--- src/lltp_pkg.sv ---
// ----------------------------------------------------------------------------
// LLDP TLV parser package
// Shared types, flag bits, tag codes and sizing constants.
// ----------------------------------------------------------------------------
package lltp_pkg;

    localparam int TTL_SLOTS = 8;
    localparam int TTL_IDX_W = (TTL_SLOTS > 1) ? $clog2(TTL_SLOTS) : 1;
    localparam int TTL_CNT_W = $clog2(TTL_SLOTS + 1);

    // configuration register indexes
    localparam logic [1:0] REG_MAX_STR  = 2'd0;
    localparam logic [1:0] REG_OPT_EN   = 2'd1;
    localparam logic [1:0] REG_TTL_AGG  = 2'd2;

    // status flag bits
    localparam logic [8:0] F_OPT   = 9'h001;
    localparam logic [8:0] F_TRUNC = 9'h002;
    localparam logic [8:0] F_SNAP  = 9'h004;
    localparam logic [8:0] F_SHORT = 9'h008;
    localparam logic [8:0] F_RSVD  = 9'h010;
    localparam logic [8:0] F_TTL   = 9'h020;
    localparam logic [8:0] F_ORG   = 9'h040;
    localparam logic [8:0] F_MAND  = 9'h080;

    // how many bytes of a loaded field are kept
    localparam logic [1:0] KEEP_NONE = 2'd0;
    localparam logic [1:0] KEEP_ALL  = 2'd1;
    localparam logic [1:0] KEEP_STR  = 2'd2;
    localparam logic [1:0] KEEP_HEX  = 2'd3;

    // output field tags
    localparam logic [3:0] TAG_NONE    = 4'd0;
    localparam logic [3:0] TAG_CHASSIS = 4'd1;
    localparam logic [3:0] TAG_PORT    = 4'd2;
    localparam logic [3:0] TAG_PDESC   = 4'd3;
    localparam logic [3:0] TAG_SYSNAME = 4'd4;
    localparam logic [3:0] TAG_SYSDESC = 4'd5;
    localparam logic [3:0] TAG_MGMT    = 4'd6;
    localparam logic [3:0] TAG_TTL     = 4'd7;
    localparam logic [3:0] TAG_CAPS    = 4'd8;

    typedef struct packed {
        logic       clear_flow;
        logic       parser_rst;
        logic       ld_word;
        logic       ld_hdr;
        logic       ld_sub;
        logic       ld_aoid;
        logic       cnt_load;
        logic [8:0] cnt_val;
        logic [1:0] keep_mode;
        logic       dec_rem;
        logic       dec_kept;
        logic       caps_step;
        logic       ttl_store;
        logic       mand_chk;
        logic [8:0] flag_set;
        logic [3:0] tag;
        logic       valid;
        logic       done;
    } cmd_t;

    typedef struct packed {
        logic [15:0] word;
        logic [6:0]  tlv_type;
        logic [8:0]  tlv_length;
        logic [7:0]  aoid_len;
        logic        rem_le1;
        logic        kept_nz;
        logic        opt_en;
    } stat_t;

    typedef struct packed {
        logic [3:0]  field_tag;
        logic [7:0]  field_subtype;
        logic [7:0]  field_byte;
        logic        byte_valid;
        logic        frame_done;
        logic [8:0]  status_flags;
        logic [15:0] supported_caps;
        logic [15:0] caps_enabled;
        logic [3:0]  ttl_count;
    } res_t;

    function automatic logic [3:0] tag_of_type(input logic [6:0] t);
        logic [3:0] r;
        case (t)
            7'd1:    r = TAG_CHASSIS;
            7'd2:    r = TAG_PORT;
            7'd3:    r = TAG_TTL;
            7'd4:    r = TAG_PDESC;
            7'd5:    r = TAG_SYSNAME;
            7'd6:    r = TAG_SYSDESC;
            7'd7:    r = TAG_CAPS;
            7'd8:    r = TAG_MGMT;
            default: r = TAG_NONE;
        endcase
        return r;
    endfunction

endpackage

--- src/lltp_ctrl.sv ---
// ----------------------------------------------------------------------------
// LLDP TLV parser controller
// Parse phase state machine; issues load/count commands to the datapath.
// ----------------------------------------------------------------------------
module lltp_ctrl
    import lltp_pkg::*;
(
    input  logic       clk,
    input  logic       rst_n,
    input  logic       step,
    input  logic       command,
    input  logic [7:0] data_byte,
    input  logic       frame_last,
    input  stat_t      stat,
    output cmd_t       cmd
);

    localparam logic [4:0] PH_HDR0   = 5'd0;
    localparam logic [4:0] PH_HDR1   = 5'd1;
    localparam logic [4:0] PH_SUB    = 5'd2;
    localparam logic [4:0] PH_FAM    = 5'd3;
    localparam logic [4:0] PH_FIELD  = 5'd4;
    localparam logic [4:0] PH_SKIP   = 5'd5;
    localparam logic [4:0] PH_TTL0   = 5'd6;
    localparam logic [4:0] PH_TTL1   = 5'd7;
    localparam logic [4:0] PH_CAPS   = 5'd8;
    localparam logic [4:0] PH_MLEN   = 5'd9;
    localparam logic [4:0] PH_MFAM   = 5'd10;
    localparam logic [4:0] PH_MIFT   = 5'd11;
    localparam logic [4:0] PH_MIFN   = 5'd12;
    localparam logic [4:0] PH_MOIDL  = 5'd13;
    localparam logic [4:0] PH_MOID   = 5'd14;
    localparam logic [4:0] PH_OUI    = 5'd15;
    localparam logic [4:0] PH_ORGSUB = 5'd16;

    logic [4:0] phase_reg, phase_next;
    logic       halted_reg, halted_next;

    logic [6:0] hdr_type;
    logic [8:0] hdr_len;
    logic [2:0] kind;
    logic [8:0] aoid_m1;

    assign hdr_type = stat.word[7:1];
    assign hdr_len  = {stat.word[0], data_byte};
    assign aoid_m1  = {1'b0, stat.aoid_len} - 9'd1;

    // ID subtype class: 1 string, 2 hex, 4 address, 5 skipped, 0 reserved
    always_comb
    begin
        kind = 3'd0;
        if (stat.tlv_type == 7'd1)
        begin
            case (data_byte)
                8'd1, 8'd2, 8'd4, 8'd6, 8'd7: kind = 3'd1;
                8'd3:    kind = 3'd2;
                8'd5:    kind = 3'd4;
                default: kind = 3'd0;
            endcase
        end
        else
        begin
            case (data_byte)
                8'd1, 8'd3, 8'd5, 8'd7: kind = 3'd1;
                8'd2:    kind = 3'd2;
                8'd4:    kind = 3'd4;
                8'd6:    kind = 3'd5;
                default: kind = 3'd0;
            endcase
        end
    end

    always_comb
    begin
        cmd         = '0;
        phase_next  = phase_reg;
        halted_next = halted_reg;
        if (step)
        begin
            if (command)
            begin
                cmd.clear_flow = 1'b1;
                phase_next     = PH_HDR0;
                halted_next    = 1'b0;
            end
            else
            begin
                if (!halted_reg && !(phase_reg == PH_HDR0 && frame_last))
                begin
                    if (phase_reg == PH_HDR0 || phase_reg == PH_HDR1)
                        cmd.tag = TAG_NONE;
                    else if (phase_reg == PH_SKIP && stat.tlv_type >= 7'd4)
                        cmd.tag = TAG_NONE;
                    else
                        cmd.tag = tag_of_type(stat.tlv_type);

                    case (phase_reg)
                        PH_HDR0:
                        begin
                            cmd.ld_word = 1'b1;
                            phase_next  = PH_HDR1;
                        end
                        PH_HDR1:
                        begin
                            cmd.ld_hdr = 1'b1;
                            if (hdr_type == 7'd0)
                            begin
                                cmd.mand_chk = 1'b1;
                                halted_next  = 1'b1;
                            end
                            else if (hdr_type == 7'd1 || hdr_type == 7'd2)
                                phase_next = PH_SUB;
                            else if (hdr_type == 7'd3)
                                phase_next = PH_TTL0;
                            else if ((hdr_type > 7'd8 && hdr_type < 7'd127)
                                     || !stat.opt_en)
                            begin
                                if (hdr_type > 7'd8 && hdr_type < 7'd127)
                                    cmd.flag_set = F_RSVD;
                                cmd.cnt_load = 1'b1;
                                cmd.cnt_val  = hdr_len;
                                phase_next   = (hdr_len == 9'd0) ? PH_HDR0 : PH_SKIP;
                            end
                            else if (hdr_type <= 7'd6)
                            begin
                                if (hdr_len == 9'd0)
                                begin
                                    cmd.flag_set = F_SHORT;
                                    halted_next  = 1'b1;
                                end
                                else
                                begin
                                    cmd.cnt_load  = 1'b1;
                                    cmd.cnt_val   = hdr_len;
                                    cmd.keep_mode = KEEP_STR;
                                    phase_next    = PH_FIELD;
                                end
                            end
                            else if (hdr_type == 7'd7)
                            begin
                                cmd.cnt_load = 1'b1;
                                cmd.cnt_val  = 9'd4;
                                phase_next   = PH_CAPS;
                            end
                            else if (hdr_type == 7'd8)
                                phase_next = PH_MLEN;
                            else
                            begin
                                cmd.flag_set = F_ORG;
                                cmd.cnt_load = 1'b1;
                                cmd.cnt_val  = 9'd3;
                                phase_next   = PH_OUI;
                            end
                        end
                        PH_SUB:
                        begin
                            cmd.ld_sub = 1'b1;
                            if (kind == 3'd4)
                                phase_next = PH_FAM;
                            else if (kind == 3'd0)
                            begin
                                cmd.flag_set = F_RSVD;
                                if (stat.tlv_length == 9'd0)
                                begin
                                    cmd.flag_set = F_RSVD | F_SHORT;
                                    halted_next  = 1'b1;
                                end
                                else
                                begin
                                    cmd.cnt_load = 1'b1;
                                    cmd.cnt_val  = stat.tlv_length - 9'd1;
                                    phase_next   = (stat.tlv_length == 9'd1) ?
                                                   PH_HDR0 : PH_SKIP;
                                end
                            end
                            else if (stat.tlv_length < 9'd2)
                            begin
                                cmd.flag_set = F_SHORT;
                                halted_next  = 1'b1;
                            end
                            else
                            begin
                                cmd.cnt_load = 1'b1;
                                cmd.cnt_val  = stat.tlv_length - 9'd1;
                                if (kind == 3'd5)
                                    phase_next = PH_SKIP;
                                else
                                begin
                                    cmd.keep_mode = (kind == 3'd2) ? KEEP_HEX : KEEP_STR;
                                    phase_next    = PH_FIELD;
                                end
                            end
                        end
                        PH_FAM:
                        begin
                            cmd.ld_sub = 1'b1;
                            if (data_byte == 8'd1 || data_byte == 8'd2)
                            begin
                                cmd.cnt_load  = 1'b1;
                                cmd.cnt_val   = (data_byte == 8'd1) ? 9'd4 : 9'd16;
                                cmd.keep_mode = KEEP_ALL;
                                phase_next    = PH_FIELD;
                            end
                            else if (stat.tlv_length < 9'd3)
                            begin
                                cmd.flag_set = F_SHORT;
                                halted_next  = 1'b1;
                            end
                            else
                            begin
                                cmd.cnt_load  = 1'b1;
                                cmd.cnt_val   = stat.tlv_length - 9'd2;
                                cmd.keep_mode = KEEP_HEX;
                                phase_next    = PH_FIELD;
                            end
                        end
                        PH_FIELD:
                        begin
                            cmd.valid    = stat.kept_nz;
                            cmd.dec_kept = 1'b1;
                            cmd.dec_rem  = 1'b1;
                            if (stat.rem_le1)
                                phase_next = (stat.tlv_type == 7'd8) ? PH_MIFT : PH_HDR0;
                        end
                        PH_SKIP, PH_MOID:
                        begin
                            cmd.dec_rem = 1'b1;
                            if (stat.rem_le1)
                                phase_next = PH_HDR0;
                        end
                        PH_TTL0:
                        begin
                            cmd.ld_word = 1'b1;
                            cmd.valid   = 1'b1;
                            phase_next  = PH_TTL1;
                        end
                        PH_TTL1:
                        begin
                            cmd.ttl_store = 1'b1;
                            cmd.valid     = 1'b1;
                            phase_next    = PH_HDR0;
                        end
                        PH_CAPS:
                        begin
                            cmd.caps_step = 1'b1;
                            cmd.valid     = 1'b1;
                            if (stat.rem_le1)
                                phase_next = PH_HDR0;
                        end
                        PH_MLEN:
                        begin
                            cmd.ld_aoid = 1'b1;
                            phase_next  = PH_MFAM;
                        end
                        PH_MFAM:
                        begin
                            cmd.ld_sub = 1'b1;
                            if (data_byte == 8'd1 || data_byte == 8'd2)
                            begin
                                cmd.cnt_load  = 1'b1;
                                cmd.cnt_val   = (data_byte == 8'd1) ? 9'd4 : 9'd16;
                                cmd.keep_mode = KEEP_ALL;
                                phase_next    = PH_FIELD;
                            end
                            else if (stat.aoid_len < 8'd2)
                            begin
                                cmd.flag_set = F_SHORT;
                                halted_next  = 1'b1;
                            end
                            else
                            begin
                                cmd.cnt_load  = 1'b1;
                                cmd.cnt_val   = aoid_m1;
                                cmd.keep_mode = KEEP_HEX;
                                phase_next    = PH_FIELD;
                            end
                        end
                        PH_MIFT:
                        begin
                            cmd.cnt_load = 1'b1;
                            cmd.cnt_val  = 9'd4;
                            phase_next   = PH_MIFN;
                        end
                        PH_MIFN:
                        begin
                            cmd.dec_rem = 1'b1;
                            if (stat.rem_le1)
                                phase_next = PH_MOIDL;
                        end
                        PH_MOIDL:
                        begin
                            cmd.ld_aoid = 1'b1;
                            if (data_byte > 8'd1)
                            begin
                                cmd.cnt_load = 1'b1;
                                cmd.cnt_val  = {1'b0, data_byte};
                                phase_next   = PH_MOID;
                            end
                            else
                                phase_next = PH_HDR0;
                        end
                        PH_OUI:
                        begin
                            cmd.dec_rem = 1'b1;
                            if (stat.rem_le1)
                                phase_next = PH_ORGSUB;
                        end
                        PH_ORGSUB:
                        begin
                            cmd.ld_sub = 1'b1;
                            if (stat.tlv_length < 9'd4)
                            begin
                                cmd.flag_set = F_SHORT;
                                halted_next  = 1'b1;
                            end
                            else
                            begin
                                cmd.cnt_load = 1'b1;
                                cmd.cnt_val  = stat.tlv_length - 9'd4;
                                phase_next   = (stat.tlv_length == 9'd4) ? PH_HDR0 : PH_SKIP;
                            end
                        end
                        default:
                            phase_next = PH_HDR0;
                    endcase
                end

                if (frame_last)
                begin
                    cmd.done = 1'b1;
                    if (!halted_next)
                    begin
                        if (phase_next == PH_HDR0)
                            cmd.mand_chk = 1'b1;
                        else
                            cmd.flag_set = cmd.flag_set | F_SNAP;
                    end
                    cmd.parser_rst = 1'b1;
                    phase_next     = PH_HDR0;
                    halted_next    = 1'b0;
                end
            end
        end
    end

    always_ff @(posedge clk or negedge rst_n)
    begin
        if (!rst_n)
        begin
            phase_reg  <= PH_HDR0;
            halted_reg <= 1'b0;
        end
        else
        begin
            phase_reg  <= phase_next;
            halted_reg <= halted_next;
        end
    end

endmodule

--- src/lltp_dp.sv ---
// ----------------------------------------------------------------------------
// LLDP TLV parser datapath
// TLV header, counters, sticky flags, capability words and TTL list.
// ----------------------------------------------------------------------------
module lltp_dp
    import lltp_pkg::*;
(
    input  logic       clk,
    input  logic       rst_n,
    input  logic       cfg_wr_en,
    input  logic [1:0] cfg_addr,
    input  logic [8:0] cfg_wdata,
    input  logic [7:0] data_byte,
    input  cmd_t       cmd,
    output stat_t      stat,
    output res_t       res
);

    logic [8:0]  max_str_reg;
    logic        opt_en_reg;
    logic        ttl_agg_reg;

    logic [15:0] word_reg, word_next;
    logic [6:0]  type_reg, type_next;
    logic [8:0]  len_reg, len_next;
    logic [8:0]  rem_reg, rem_next;
    logic [8:0]  kept_reg, kept_next;
    logic [7:0]  sub_reg, sub_next;
    logic [7:0]  aoid_reg, aoid_next;
    logic [3:0]  mask_reg, mask_next;
    logic [8:0]  flags_reg, flags_next;
    logic [15:0] sup_reg, sup_next;
    logic [15:0] en_reg, en_next;
    logic [TTL_CNT_W-1:0] stored_reg, stored_next;

    logic [15:0] ttl_store [TTL_SLOTS];
    logic [15:0] ttl_val;
    logic        ttl_hit;
    logic        ttl_wr;
    logic [8:0]  limit;
    logic [8:0]  rem_dec;
    logic [15:0] caps_word;

    always_ff @(posedge clk or negedge rst_n)
    begin
        if (!rst_n)
        begin
            max_str_reg <= 9'd255;
            opt_en_reg  <= 1'b1;
            ttl_agg_reg <= 1'b1;
        end
        else if (cfg_wr_en)
        begin
            case (cfg_addr)
                REG_MAX_STR: max_str_reg <= cfg_wdata;
                REG_OPT_EN:  opt_en_reg  <= cfg_wdata[0];
                REG_TTL_AGG: ttl_agg_reg <= cfg_wdata[0];
                default:     ;
            endcase
        end
    end

    assign ttl_val   = {word_reg[7:0], data_byte};
    assign caps_word = {word_reg[7:0], data_byte};
    assign rem_dec   = (rem_reg != 9'd0) ? rem_reg - 9'd1 : 9'd0;
    assign limit     = (cmd.keep_mode == KEEP_HEX) ? {1'b0, max_str_reg[8:1]} : max_str_reg;

    // duplicate search over the filled slots, all in parallel
    always_comb
    begin
        ttl_hit = 1'b0;
        for (int i = 0; i < TTL_SLOTS; i++)
            if (TTL_CNT_W'(i) < stored_reg && ttl_store[i] == ttl_val)
                ttl_hit = 1'b1;
    end

    always_comb
    begin
        word_next   = word_reg;
        type_next   = type_reg;
        len_next    = len_reg;
        rem_next    = rem_reg;
        kept_next   = kept_reg;
        sub_next    = sub_reg;
        aoid_next   = aoid_reg;
        mask_next   = mask_reg;
        flags_next  = flags_reg | cmd.flag_set;
        sup_next    = sup_reg;
        en_next     = en_reg;
        stored_next = stored_reg;
        ttl_wr      = 1'b0;

        if (cmd.ld_word)
            word_next = {8'h00, data_byte};
        if (cmd.ld_hdr)
        begin
            type_next = word_reg[7:1];
            len_next  = {word_reg[0], data_byte};
            sub_next  = 8'h00;
            if (word_reg[7:1] < 7'd4)
                mask_next = mask_reg | (4'b0001 << word_reg[2:1]);
            else if (word_reg[7:1] <= 7'd8)
                flags_next = flags_next | F_OPT;
        end
        if (cmd.ld_sub)
            sub_next = data_byte;
        if (cmd.ld_aoid)
            aoid_next = data_byte;
        if (cmd.cnt_load)
        begin
            rem_next = cmd.cnt_val;
            case (cmd.keep_mode)
                KEEP_NONE: kept_next = 9'd0;
                KEEP_ALL:  kept_next = cmd.cnt_val;
                default:
                begin
                    if (cmd.cnt_val > limit)
                    begin
                        kept_next  = limit;
                        flags_next = flags_next | F_TRUNC;
                    end
                    else
                        kept_next = cmd.cnt_val;
                end
            endcase
        end
        if (cmd.dec_rem)
            rem_next = rem_dec;
        if (cmd.dec_kept && kept_reg != 9'd0)
            kept_next = kept_reg - 9'd1;
        if (cmd.caps_step)
        begin
            word_next = caps_word;
            rem_next  = rem_dec;
            if (rem_dec == 9'd0)
                en_next = en_reg | caps_word;
            else if (rem_dec == 9'd2)
                sup_next = sup_reg | caps_word;
        end
        if (cmd.ttl_store && !(ttl_agg_reg && ttl_hit))
        begin
            if (stored_reg < TTL_CNT_W'(TTL_SLOTS))
            begin
                ttl_wr      = 1'b1;
                stored_next = stored_reg + 1'b1;
            end
            else
                flags_next = flags_next | F_TTL;
        end
        if (cmd.mand_chk && mask_next != 4'hf)
            flags_next = flags_next | F_MAND;

        // result subtype is taken before the end-of-frame reset
        res.field_tag      = cmd.tag;
        res.field_subtype  = (cmd.tag != TAG_NONE) ? sub_next : 8'h00;
        res.field_byte     = cmd.valid ? data_byte : 8'h00;
        res.byte_valid     = cmd.valid;
        res.frame_done     = cmd.done;

        if (cmd.parser_rst || cmd.clear_flow)
        begin
            word_next = '0;
            type_next = '0;
            len_next  = '0;
            rem_next  = '0;
            kept_next = '0;
            sub_next  = '0;
            aoid_next = '0;
            mask_next = '0;
        end
        if (cmd.clear_flow)
        begin
            flags_next  = '0;
            sup_next    = '0;
            en_next     = '0;
            stored_next = '0;
        end

        res.status_flags   = flags_next;
        res.supported_caps = sup_next;
        res.caps_enabled   = en_next;
        res.ttl_count      = 4'(stored_next);
    end

    always_ff @(posedge clk or negedge rst_n)
    begin
        if (!rst_n)
        begin
            word_reg   <= '0;
            type_reg   <= '0;
            len_reg    <= '0;
            rem_reg    <= '0;
            kept_reg   <= '0;
            sub_reg    <= '0;
            aoid_reg   <= '0;
            mask_reg   <= '0;
            flags_reg  <= '0;
            sup_reg    <= '0;
            en_reg     <= '0;
            stored_reg <= '0;
        end
        else
        begin
            word_reg   <= word_next;
            type_reg   <= type_next;
            len_reg    <= len_next;
            rem_reg    <= rem_next;
            kept_reg   <= kept_next;
            sub_reg    <= sub_next;
            aoid_reg   <= aoid_next;
            mask_reg   <= mask_next;
            flags_reg  <= flags_next;
            sup_reg    <= sup_next;
            en_reg     <= en_next;
            stored_reg <= stored_next;
        end
    end

    always_ff @(posedge clk)
    begin
        if (ttl_wr)
            ttl_store[stored_reg[TTL_IDX_W-1:0]] <= ttl_val;
    end

    assign stat.word       = word_reg;
    assign stat.tlv_type   = type_reg;
    assign stat.tlv_length = len_reg;
    assign stat.aoid_len   = aoid_reg;
    assign stat.rem_le1    = (rem_reg <= 9'd1);
    assign stat.kept_nz    = (kept_reg != 9'd0);
    assign stat.opt_en     = opt_en_reg;

endmodule

--- src/lldp_tlv_frame_parser.sv ---
// ----------------------------------------------------------------------------
// LLDP TLV frame parser
// Byte-stream LLDPDU decoder emitting one tagged result per input beat.
// ----------------------------------------------------------------------------
//  channel | dir | payload
//  s_*     | in  | tdata: data_byte; tuser: command; tlast: frame_last
//  m_*     | out | tdata: subtype, byte, flags, caps, ttl count; tuser: tag,
//          |     | byte_valid; tlast: frame_done
//  cfg_*   | in  | write enable, register index, 9-bit data
//
//  One beat in, one beat out. Each byte is decoded in the cycle it is taken
//  and its result sits in the output register the next cycle: one byte per
//  clock while m_tready holds. The parse state and TTL duplicate compare
//  settle in that single cycle. A stalled output blocks input (s_tready low)
//  until the held beat is taken. Reset restores the configuration defaults
//  and an empty flow record; no clearing pass is needed.
// ----------------------------------------------------------------------------
module lldp_tlv_frame_parser
    import lltp_pkg::*;
(
    input  logic        clk,
    input  logic        rst_n,
    input  logic        s_tvalid,
    output logic        s_tready,
    input  logic [7:0]  s_tdata,   // [7:0] data_byte
    input  logic        s_tuser,   // [0] command
    input  logic        s_tlast,
    output logic        m_tvalid,
    input  logic        m_tready,
    output logic [63:0] m_tdata,   // [7:0] field_subtype, [15:8] field_byte,
                                   // [24:16] status_flags, [40:25] supported_caps,
                                   // [56:41] caps_enabled, [60:57] ttl_count, pad
    output logic [4:0]  m_tuser,   // [3:0] field_tag, [4] byte_valid
    output logic        m_tlast,
    input  logic        cfg_wr_en,
    input  logic [1:0]  cfg_addr,
    input  logic [8:0]  cfg_wdata
);

    cmd_t  cmd;
    stat_t stat;
    res_t  res;
    res_t  out_reg;
    logic  out_valid_reg;
    logic  step;

    assign s_tready = !out_valid_reg || m_tready;
    assign step     = s_tvalid && s_tready;

    lltp_ctrl u_ctrl (
        .clk        (clk),
        .rst_n      (rst_n),
        .step       (step),
        .command    (s_tuser),
        .data_byte  (s_tdata),
        .frame_last (s_tlast),
        .stat       (stat),
        .cmd        (cmd)
    );

    lltp_dp u_dp (
        .clk       (clk),
        .rst_n     (rst_n),
        .cfg_wr_en (cfg_wr_en),
        .cfg_addr  (cfg_addr),
        .cfg_wdata (cfg_wdata),
        .data_byte (s_tdata),
        .cmd       (cmd),
        .stat      (stat),
        .res       (res)
    );

    always_ff @(posedge clk or negedge rst_n)
    begin
        if (!rst_n)
            out_valid_reg <= 1'b0;
        else if (step)
            out_valid_reg <= 1'b1;
        else if (m_tready)
            out_valid_reg <= 1'b0;
    end

    always_ff @(posedge clk)
    begin
        if (step)
            out_reg <= res;
    end

    assign m_tvalid = out_valid_reg;
    assign m_tlast  = out_reg.frame_done;
    assign m_tuser  = {out_reg.byte_valid, out_reg.field_tag};
    assign m_tdata  = {3'b000, out_reg.ttl_count, out_reg.caps_enabled,
                       out_reg.supported_caps, out_reg.status_flags,
                       out_reg.field_byte, out_reg.field_subtype};

endmodule

--- config.mk ---
export PLATFORM = sky130hd
export DESIGN_NAME = lldp_tlv_frame_parser
export DESIGN_NICKNAME = d
export VERILOG_FILES = /design/src/lltp_pkg.sv /design/src/lltp_ctrl.sv /design/src/lltp_dp.sv /design/src/lldp_tlv_frame_parser.sv
export SDC_FILE = /design/constraint.sdc
export NUM_CORES = 1
export LEC_CHECK = 0
export ABC_AREA = 1
export ABC_CLOCK_PERIOD_IN_PS = 9500
export BUFFER_PORTS_ARGS = -buffer_cell sky130_fd_sc_hd__buf_2
export CORE_AREA = 2 2 175 177
export DETAILED_ROUTE_END_ITERATION = 8
export DIE_AREA = 0 0 177 179
export GPL_TIMING_DRIVEN = 0
export PLACE_DENSITY_LB_ADDON = 0.1
export SETUP_SLACK_MARGIN = 0.5
export SYNTH_ARGS = -nofsm -noshare
export SYNTH_HDL_FRONTEND = slang
export SYNTH_SLANG_ARGS = --single-unit
--- constraint.sdc ---
create_clock -name clk -period 9.5 [get_ports clk]
set_input_delay 0.475 -clock clk [delete_from_list [all_inputs] [get_ports clk]]
set_output_delay 0.475 -clock clk [all_outputs]
set_load 0.03 [all_outputs]
# --- Word level (Yosys, flattened, before mapping) ---
# Memories as Yosys holds them, arrays and structs flattened.
# Index checks and enable logic that the tools add are counted.
word_totals:
  ramBits: 128
  elab_cells: 358
  reg_bits: 192
  output_inout_bits: 72
  rom_bits: 64
  in_bits: 26
  latchBits: 0
  n_memories: 2
op_classes:
  multipliers: 0
  n_reduce_logical: 60
  div_mod_pow: 0
  order_cmp: 22
  mux: 185
  n_eq_ne: 49
  bitwise_logic: 5
  n_addsub: 7
  n_shift: 1
memory_table:
  columns: ["name", "words", "width", "rd", "rd_clocked_by_memory_dff", "write_ports", "line", "text"]
  rows:
  - ["u_dp.ttl_store", 8, 16, 8, 0, 1, "lltp_dp.sv:36", "logic [15:0] ttl_store [TTL_SLOTS];"]
  - ["(name not given)", 16, 4, 1, 0, 0, "lltp_pkg.sv:88", "case (t)"]
ops:
  columns: ["operator", "count"]
  rows:
  - ["9-bit 2-to-1 mux", 23]
  - ["5-bit 2-to-1 mux", 26]
  - ["16-bit equality test", 8]
  - ["12-bit 2-to-1 mux", 10]
  - ["16-bit 2-to-1 mux", 7]
  - ["10-bit 2-to-1 mux", 10]
  - ["8-bit 2-to-1 mux", 9]
  - ["10-bit one-hot mux with 7 select lines", 1]
  - ["5-bit one-hot mux with 14 select lines", 1]
  - ["4-bit 2-to-1 mux", 17]
  - ["1-bit 2-to-1 mux", 52]
  - ["9-bit one-hot mux with 5 select lines", 1]
  - ["5-bit by 4-bit equality test with 1-bit output, second input constant", 8]
  - ["38-bit 2-to-1 mux", 1]
  - ["37-bit 2-to-1 mux", 1]
  - ["35-bit 2-to-1 mux", 1]
  - ["8-bit by 3-bit equality test with 1-bit output, second input constant", 4]
  - ["16-bit OR", 2]
  - ["9-bit zero test", 3]
  - ["9-bit by 1-bit subtractor with 9-bit output, second input constant", 3]
  - ["3-bit 2-to-1 mux", 7]
  - ["7-bit 2-to-1 mux", 3]
  - ["5-bit by 3-bit equality test with 1-bit output, second input constant", 4]
  - ["9-bit by 2-bit less-than comparator with 1-bit output, second input constant", 2]
  - ["other kinds (64)", 125]

# --- Longest topological paths before layout ---
logic_depth:
  word_depth: 30
  ltp_mapped: 31
  ltp_nobuf: 30

# --- Cells and area by module ---
# From an unflattened synthesis, not the netlist that was laid out.
hier_totals:
  cells_unflattened: 1976
  hier_area_um2: 17219.0
by_module_without_submodules:
  columns: ["module", "n_inst", "seq_area_each_um2", "area_per_inst_um2", "cells_each"]
  rows:
  - ["lltp_dp", 1, 7009.2, 12405.6, 1367]
  - ["lltp_ctrl", 1, 150.1, 2730.1, 532]
  - ["lldp_tlv_frame_parser", 1, 2037.0, 2083.2, 77]

# --- Least setup slack after synthesis ---
# No wires, ideal clock.
synth_timing:
  path_kind: "flip-flop to flip-flop"
  from: "register out_valid_reg (netlist: m_tvalid)"
  to: "memory u_dp.ttl_store[7][0] (enable)"
  synth_period_minus_slack_ps: 3929
  setup_ps: 430
  required_ps: 9070
  n_path_buf: 0
  arrival_time_ps: 3499
  stages_incl_launch_ff: 10
  slack_ps: 5571
  path_cell_list: "dfrtp_1 > nand2_1 > nand2_1 > nor2_1 > inv_1 > nor2_8 > inv_4 > nor3_1 > nand2_1 > nor4_1"
synth_via:
  elab_chain_len: 8
synth_lines:
  columns: ["element", "line", "text"]
  rows:
  - ["from (decl)", "lldp_tlv_frame_parser.sv:44", "logic out_valid_reg;"]
  - ["from (signal assigned)", "lldp_tlv_frame_parser.sv:76", "out_valid_reg <= 1'b0;"]
  - ["from (signal assigned)", "lldp_tlv_frame_parser.sv:78", "out_valid_reg <= 1'b1;"]
  - ["from (signal assigned)", "lldp_tlv_frame_parser.sv:80", "out_valid_reg <= 1'b0;"]
  - ["1-bit zero test", "lldp_tlv_frame_parser.sv:47", "assign s_tready = !out_valid_reg || m_tready;"]
  - ["1-bit logical OR", "lldp_tlv_frame_parser.sv:47", null]
  - ["via s_tready", "lldp_tlv_frame_parser.sv:24", "output logic s_tready,"]
  - ["1-bit logical AND", "lldp_tlv_frame_parser.sv:48", "assign step = s_tvalid && s_tready;"]
  - ["38-bit 2-to-1 mux", "lltp_ctrl.sv:78", "if (step)"]
  - ["1-bit logical AND", "lltp_dp.sv:140", "if (cmd.ttl_store && !(ttl_agg_reg && ttl_hit))"]
  - ["1-bit 2-to-1 mux", "lltp_dp.sv:140", null]
  - ["1-bit 2-to-1 mux", "lltp_dp.sv:221", "if (ttl_wr)"]
  - ["1-bit 2-to-1 mux (not written as such)", "lltp_dp.sv:222", "ttl_store[stored_reg[TTL_IDX_W-1:0]] <= ttl_val;"]
  - ["to (decl)", "lltp_dp.sv:36", null]
# The timed path passes the listed nets, and every way through them passes these cells.

# --- Worst setup path in the final report ---
layout_timing:
  from: "register u_dp.word_reg[7]"
  to: "register u_dp.kept_reg[0]"
layout_via:
  elab_chain_len: 19
  elab_cells_between_ends: 37
  classes_between: "4 x order compare; 7 x eq/ne; 20 x mux; 6 x reduce/logical"
layout_lines:
  columns: ["element", "line", "text"]
  rows:
  - ["from (decl)", "lltp_dp.sv:23", "logic [15:0] word_reg, word_next;"]
  - ["from (signal assigned)", "lltp_dp.sv:204", "word_reg <= word_next;"]
  - ["7-bit by 4-bit > comparator with 1-bit output or 7-bit less-than comparator (tied branches)", "lltp_ctrl.sv:115", "else if ((hdr_type > 7'd8 && hdr_type < 7'd127)"]
  - ["1-bit logical AND", "lltp_ctrl.sv:115", null]
  - ["1-bit logical OR", "lltp_ctrl.sv:116", "|| !stat.opt_en)"]
  - ["2-bit 2-to-1 mux", "lltp_ctrl.sv:115", null]
  - ["12-bit 2-to-1 mux", "lltp_ctrl.sv:113", "else if (hdr_type == 7'd3)"]
  - ["12-bit 2-to-1 mux", "lltp_ctrl.sv:111", "else if (hdr_type == 7'd1 || hdr_type == 7'd2)"]
  - ["12-bit 2-to-1 mux (*)", "lltp_ctrl.sv:106", "if (hdr_type == 7'd0)"]
  - ["2-bit one-hot mux with 4 select lines", "lltp_ctrl.sv:97", "case (phase_reg)"]
  - ["[3 not listed]", null, null]
  - ["2-bit equality test", "lltp_dp.sv:66", "assign limit = (cmd.keep_mode == KEEP_HEX) ? {1'b0, max_str_reg[8:1]} : max_str_reg;"]
  - ["9-bit 2-to-1 mux", "lltp_dp.sv:66", null]
  - ["9-bit > comparator", "lltp_dp.sv:117", "if (cmd.cnt_val > limit)"]
  - ["9-bit 2-to-1 mux", "lltp_dp.sv:117", null]
  - ["9-bit one-hot mux with 2 select lines", "lltp_dp.sv:112", "case (cmd.keep_mode)"]
  - ["9-bit 2-to-1 mux", "lltp_dp.sv:109", "if (cmd.cnt_load)"]
  - ["9-bit 2-to-1 mux", "lltp_dp.sv:129", "if (cmd.dec_kept && kept_reg != 9'd0)"]
  - ["9-bit 2-to-1 mux", "lltp_dp.sv:160", "if (cmd.parser_rst || cmd.clear_flow)"]
  - ["to (signal assigned)", "lltp_dp.sv:208", "kept_reg <= kept_next;"]
  - ["to (decl)", "lltp_dp.sv:27", "logic [8:0] kept_reg, kept_next;"]
# Every way passes the cells marked *; elsewhere a longest branch is shown, timed or not. The select of a mux whose other input is x is not followed.
# A chain may end at the register's enable or synchronous reset.

==> metrics.csv <==
metric;value;unit
status;completed;
ys_ff_latch;320;
core;30030;um^2
slowest_stage;dfrtp_1;
fin_nets;1936;
largest_reg_flops;128;
hold_viol;0;
synth_ff_type;edfxtp_1;
yosysTopAreaCell;edfxtp_1;
wl_met1;20.04;mm
worstPathArrival;5520;ps
wl_met2;20.11;mm
setup_violations;0;
p_seq_share;45.7;%
post_drt_wl_per_cell;19.62;um
postRouteAntennaNets;0;
grt_overflow;0;
route.met3.wl;3.577;mm
grt_usage;29.06;%
clk_path_buf_depth;3;
synth_area_leaders;edfxtp_1, dfrtp_1, nand2_1;
final_core_util;61.54;%
die_y;179;um
peakVddDrop;0.0001644;V
grt_setup_unrepaired;false;
clock_skew;14.23;ps
synthesis.area;16250;um^2
drt_iter0_drc;1197;
cts_tree;yes;
wirelength;45.24;mm
fin_setup_tns;0;ps
clock_latency;530;ps
slew_violations;0;
cts-root-buf;clkbuf_16;
start_util;54.13;%
worstSetupEndpointType;flip-flop;
hold_class;primary input to flip-flop;
pre_cts_slack;4518;ps
vias;12890;
syn_inst;1746;
power_frac_comb;16.2;%
area_growth;13.70;%
numPortBuffers;94;
cts-buffers-inserted;35;
num_antenna_cells;0;
ys_types;58;
worst-setup-path-type;flip-flop to flip-flop;
cts_sinks;320;
synth_area_per_cell;9.309;um^2
die_w;177;um
worstSetupStartpointType;flip-flop;
grt_first_pass_wirelength;69.32;mm
period_needed;5124;ps
drc;0;
firstDrtPassIters;5;
synth_most_common_cell;nand2_1;
highest_layer;met4;
ctsResizeCount;0;
max_stage_delay;690;ps
antenna_found_initial;0;
fin_ws;4376;ps
grt_pass1_vias;12080;
pwr_density_cell;190.3;nW/um^2
netSwitchingFraction;29.14;%
hold_buffers;1;
internal_power;2.492;mW
synth.top_cell.area_share;36.03;%
ys_seq_area_share;55.35;%
async_flop_share;39.06;%
place_congestion;0.9456;
post_cts.repair.setup_buffers;0;
p_clk_share;38.2;%
max_freq;0.1952;GHz
cp.required;9900;ps
ios;98;
switching_power;1.025;mW
cp_common_cell;nand2_1;
maxSlewHeadroom;16.55;%
fill_cells;2586;
viasPerCell;5.588;
crit_fanout;10;
p_leak;8.172;nW
path_buf_inv;3;
clkTransAtPathRegs;50;ps
ys_top_cells_by_count;nand2_1, edfxtp_1, nor2_1;
dpl.hpwl;33.10;mm
yosysWarnings;0;
cp_top_family;compound AO/OA/AOI/OAI gates;
grt_start_max_net_pins;78;
drive_gt1_share;14.03;%
period_share;53.94;%
die-area;31680;um^2
h-tree-depth;2;
finalPower;3.518;mW
tightest_slew;1247;ps
cap_violations;0;
synth-edff-count;195;
rows;64;
-- final cells by class --
type,count,area (um^2),area share [%]
flip-flops and latches,320,8996,48.68
multi-input cells,1173,6251,33.83
clock buffers,50,1023,5.538
inverters,204,768.2,4.157
repair buffers,99,553.0,2.993
well taps,396,495.5,2.681
plain buffers,51,261.5,1.415
clock inverters,13,131.4,0.7109
-- worst paths after layout --
kind,startpoint,endpoint,slack [ps],cells past startpoint
max,u_dp.word_reg[7]$_DFFE_PN0P_,u_dp.kept_reg[0]$_DFFE_PN0P_,4380,26
min,cfg_wr_en,u_dp.ttl_agg_reg$_DFFE_PN1P_,140,2
max reg2reg,u_dp.word_reg[7]$_DFFE_PN0P_,u_dp.kept_reg[0]$_DFFE_PN0P_,4380,26
min reg2reg,u_dp.kept_reg[4]$_DFFE_PN0P_,u_dp.kept_reg[4]$_DFFE_PN0P_,480,2
max in group asynchronous,rst_n,u_dp.sup_reg[13]$_DFF_PN0_,8290,3
min in group asynchronous,rst_n,u_dp.rem_reg[1]$_DFFE_PN0P_,450,2
-- layer usage --
| layer | global-route usage [%] | vias up |
|---|---|---|
| met2 | 44.80 | 509 |
| li1 | - | 6130 |
| met4 | 9.883 | 0 |
| met3 | 4.941 | 90 |
| met5 | 0 | - |
| met1 | 41.82 | 6157 |
-- cells by family (layout without fill, tap and decap cells) --
kind of cell / after synthesis / in the layout / share of synthesized area (%)
AND/OR/NAND/NOR: 752 / 752 / 20.25
flip-flops: 320 / 320 / 55.35
other: 1 / 3 / 0.02307
AO/OA/AOI/OAI: 282 / 282 / 10.02
adder cells (fa/ha/maj): 26 / 26 / 2.002
multiplexers: 8 / 8 / 0.5312
buffers and inverters: 255 / 417 / 6.336
XOR/XNOR: 102 / 102 / 5.496
-- cell usage in the layout, fill, tap and decap left out, types with 6 or more instances in the layout --
| cell | instances |
|---|---|
| a21oi_1 | 82 |
| a221oi_1 | 6 |
| a31oi_1 | 8 |
| buf_2 | 107 |
| buf_4 | 13 |
| clkbuf_1 | 29 |
| clkbuf_16 | 36 |
| clkbuf_8 | 7 |
| clkinv_2 | 7 |
| dfrtp_1 | 115 |
| dfstp_2 | 10 |
| edfxtp_1 | 195 |
| ha_1 | 26 |
| inv_1 | 187 |
| inv_2 | 13 |
| nand2_1 | 354 |
| nand2_2 | 7 |
| nand3_1 | 80 |
| nand3_2 | 6 |
| nand4_1 | 22 |
| nor2_1 | 190 |
| nor2_2 | 16 |
| nor3_1 | 31 |
| nor4_1 | 13 |
| o211ai_1 | 7 |
| o21ai_0 | 101 |
| o21ai_1 | 10 |
| o22ai_1 | 36 |
| or2_2 | 13 |
| xnor2_1 | 30 |
| xor2_1 | 72 |
-- power by group through the flow --
stage / Sequential (mW) / Combinational [mW] / Clock, mW
finish: 1.61 / 0.568 / 1.34
global route: 1.61 / 0.623 / 1.42
CTS: 1.61 / 0.564 / 1.37
detailed placement: 1.63 / 0.560 / 0
global placement: 1.63 / 0.552 / 0
floorplan: 1.64 / 0.342 / 0
-- stage by stage --
stage / cells / area (um^2) / hold WS, ps
after global routing: 2306 / 18480 / 160.4
after global placement: 2238 / 17230 / 463.8
final: 2306 / 18480 / 140.2
after detailed placement: 2242 / 17310 / 456.7
after floorplan: 1748 / 16260 / 179.4
after CTS: 2306 / 18480 / 128.4
Note: power is estimated with default switching activity, not from simulation.
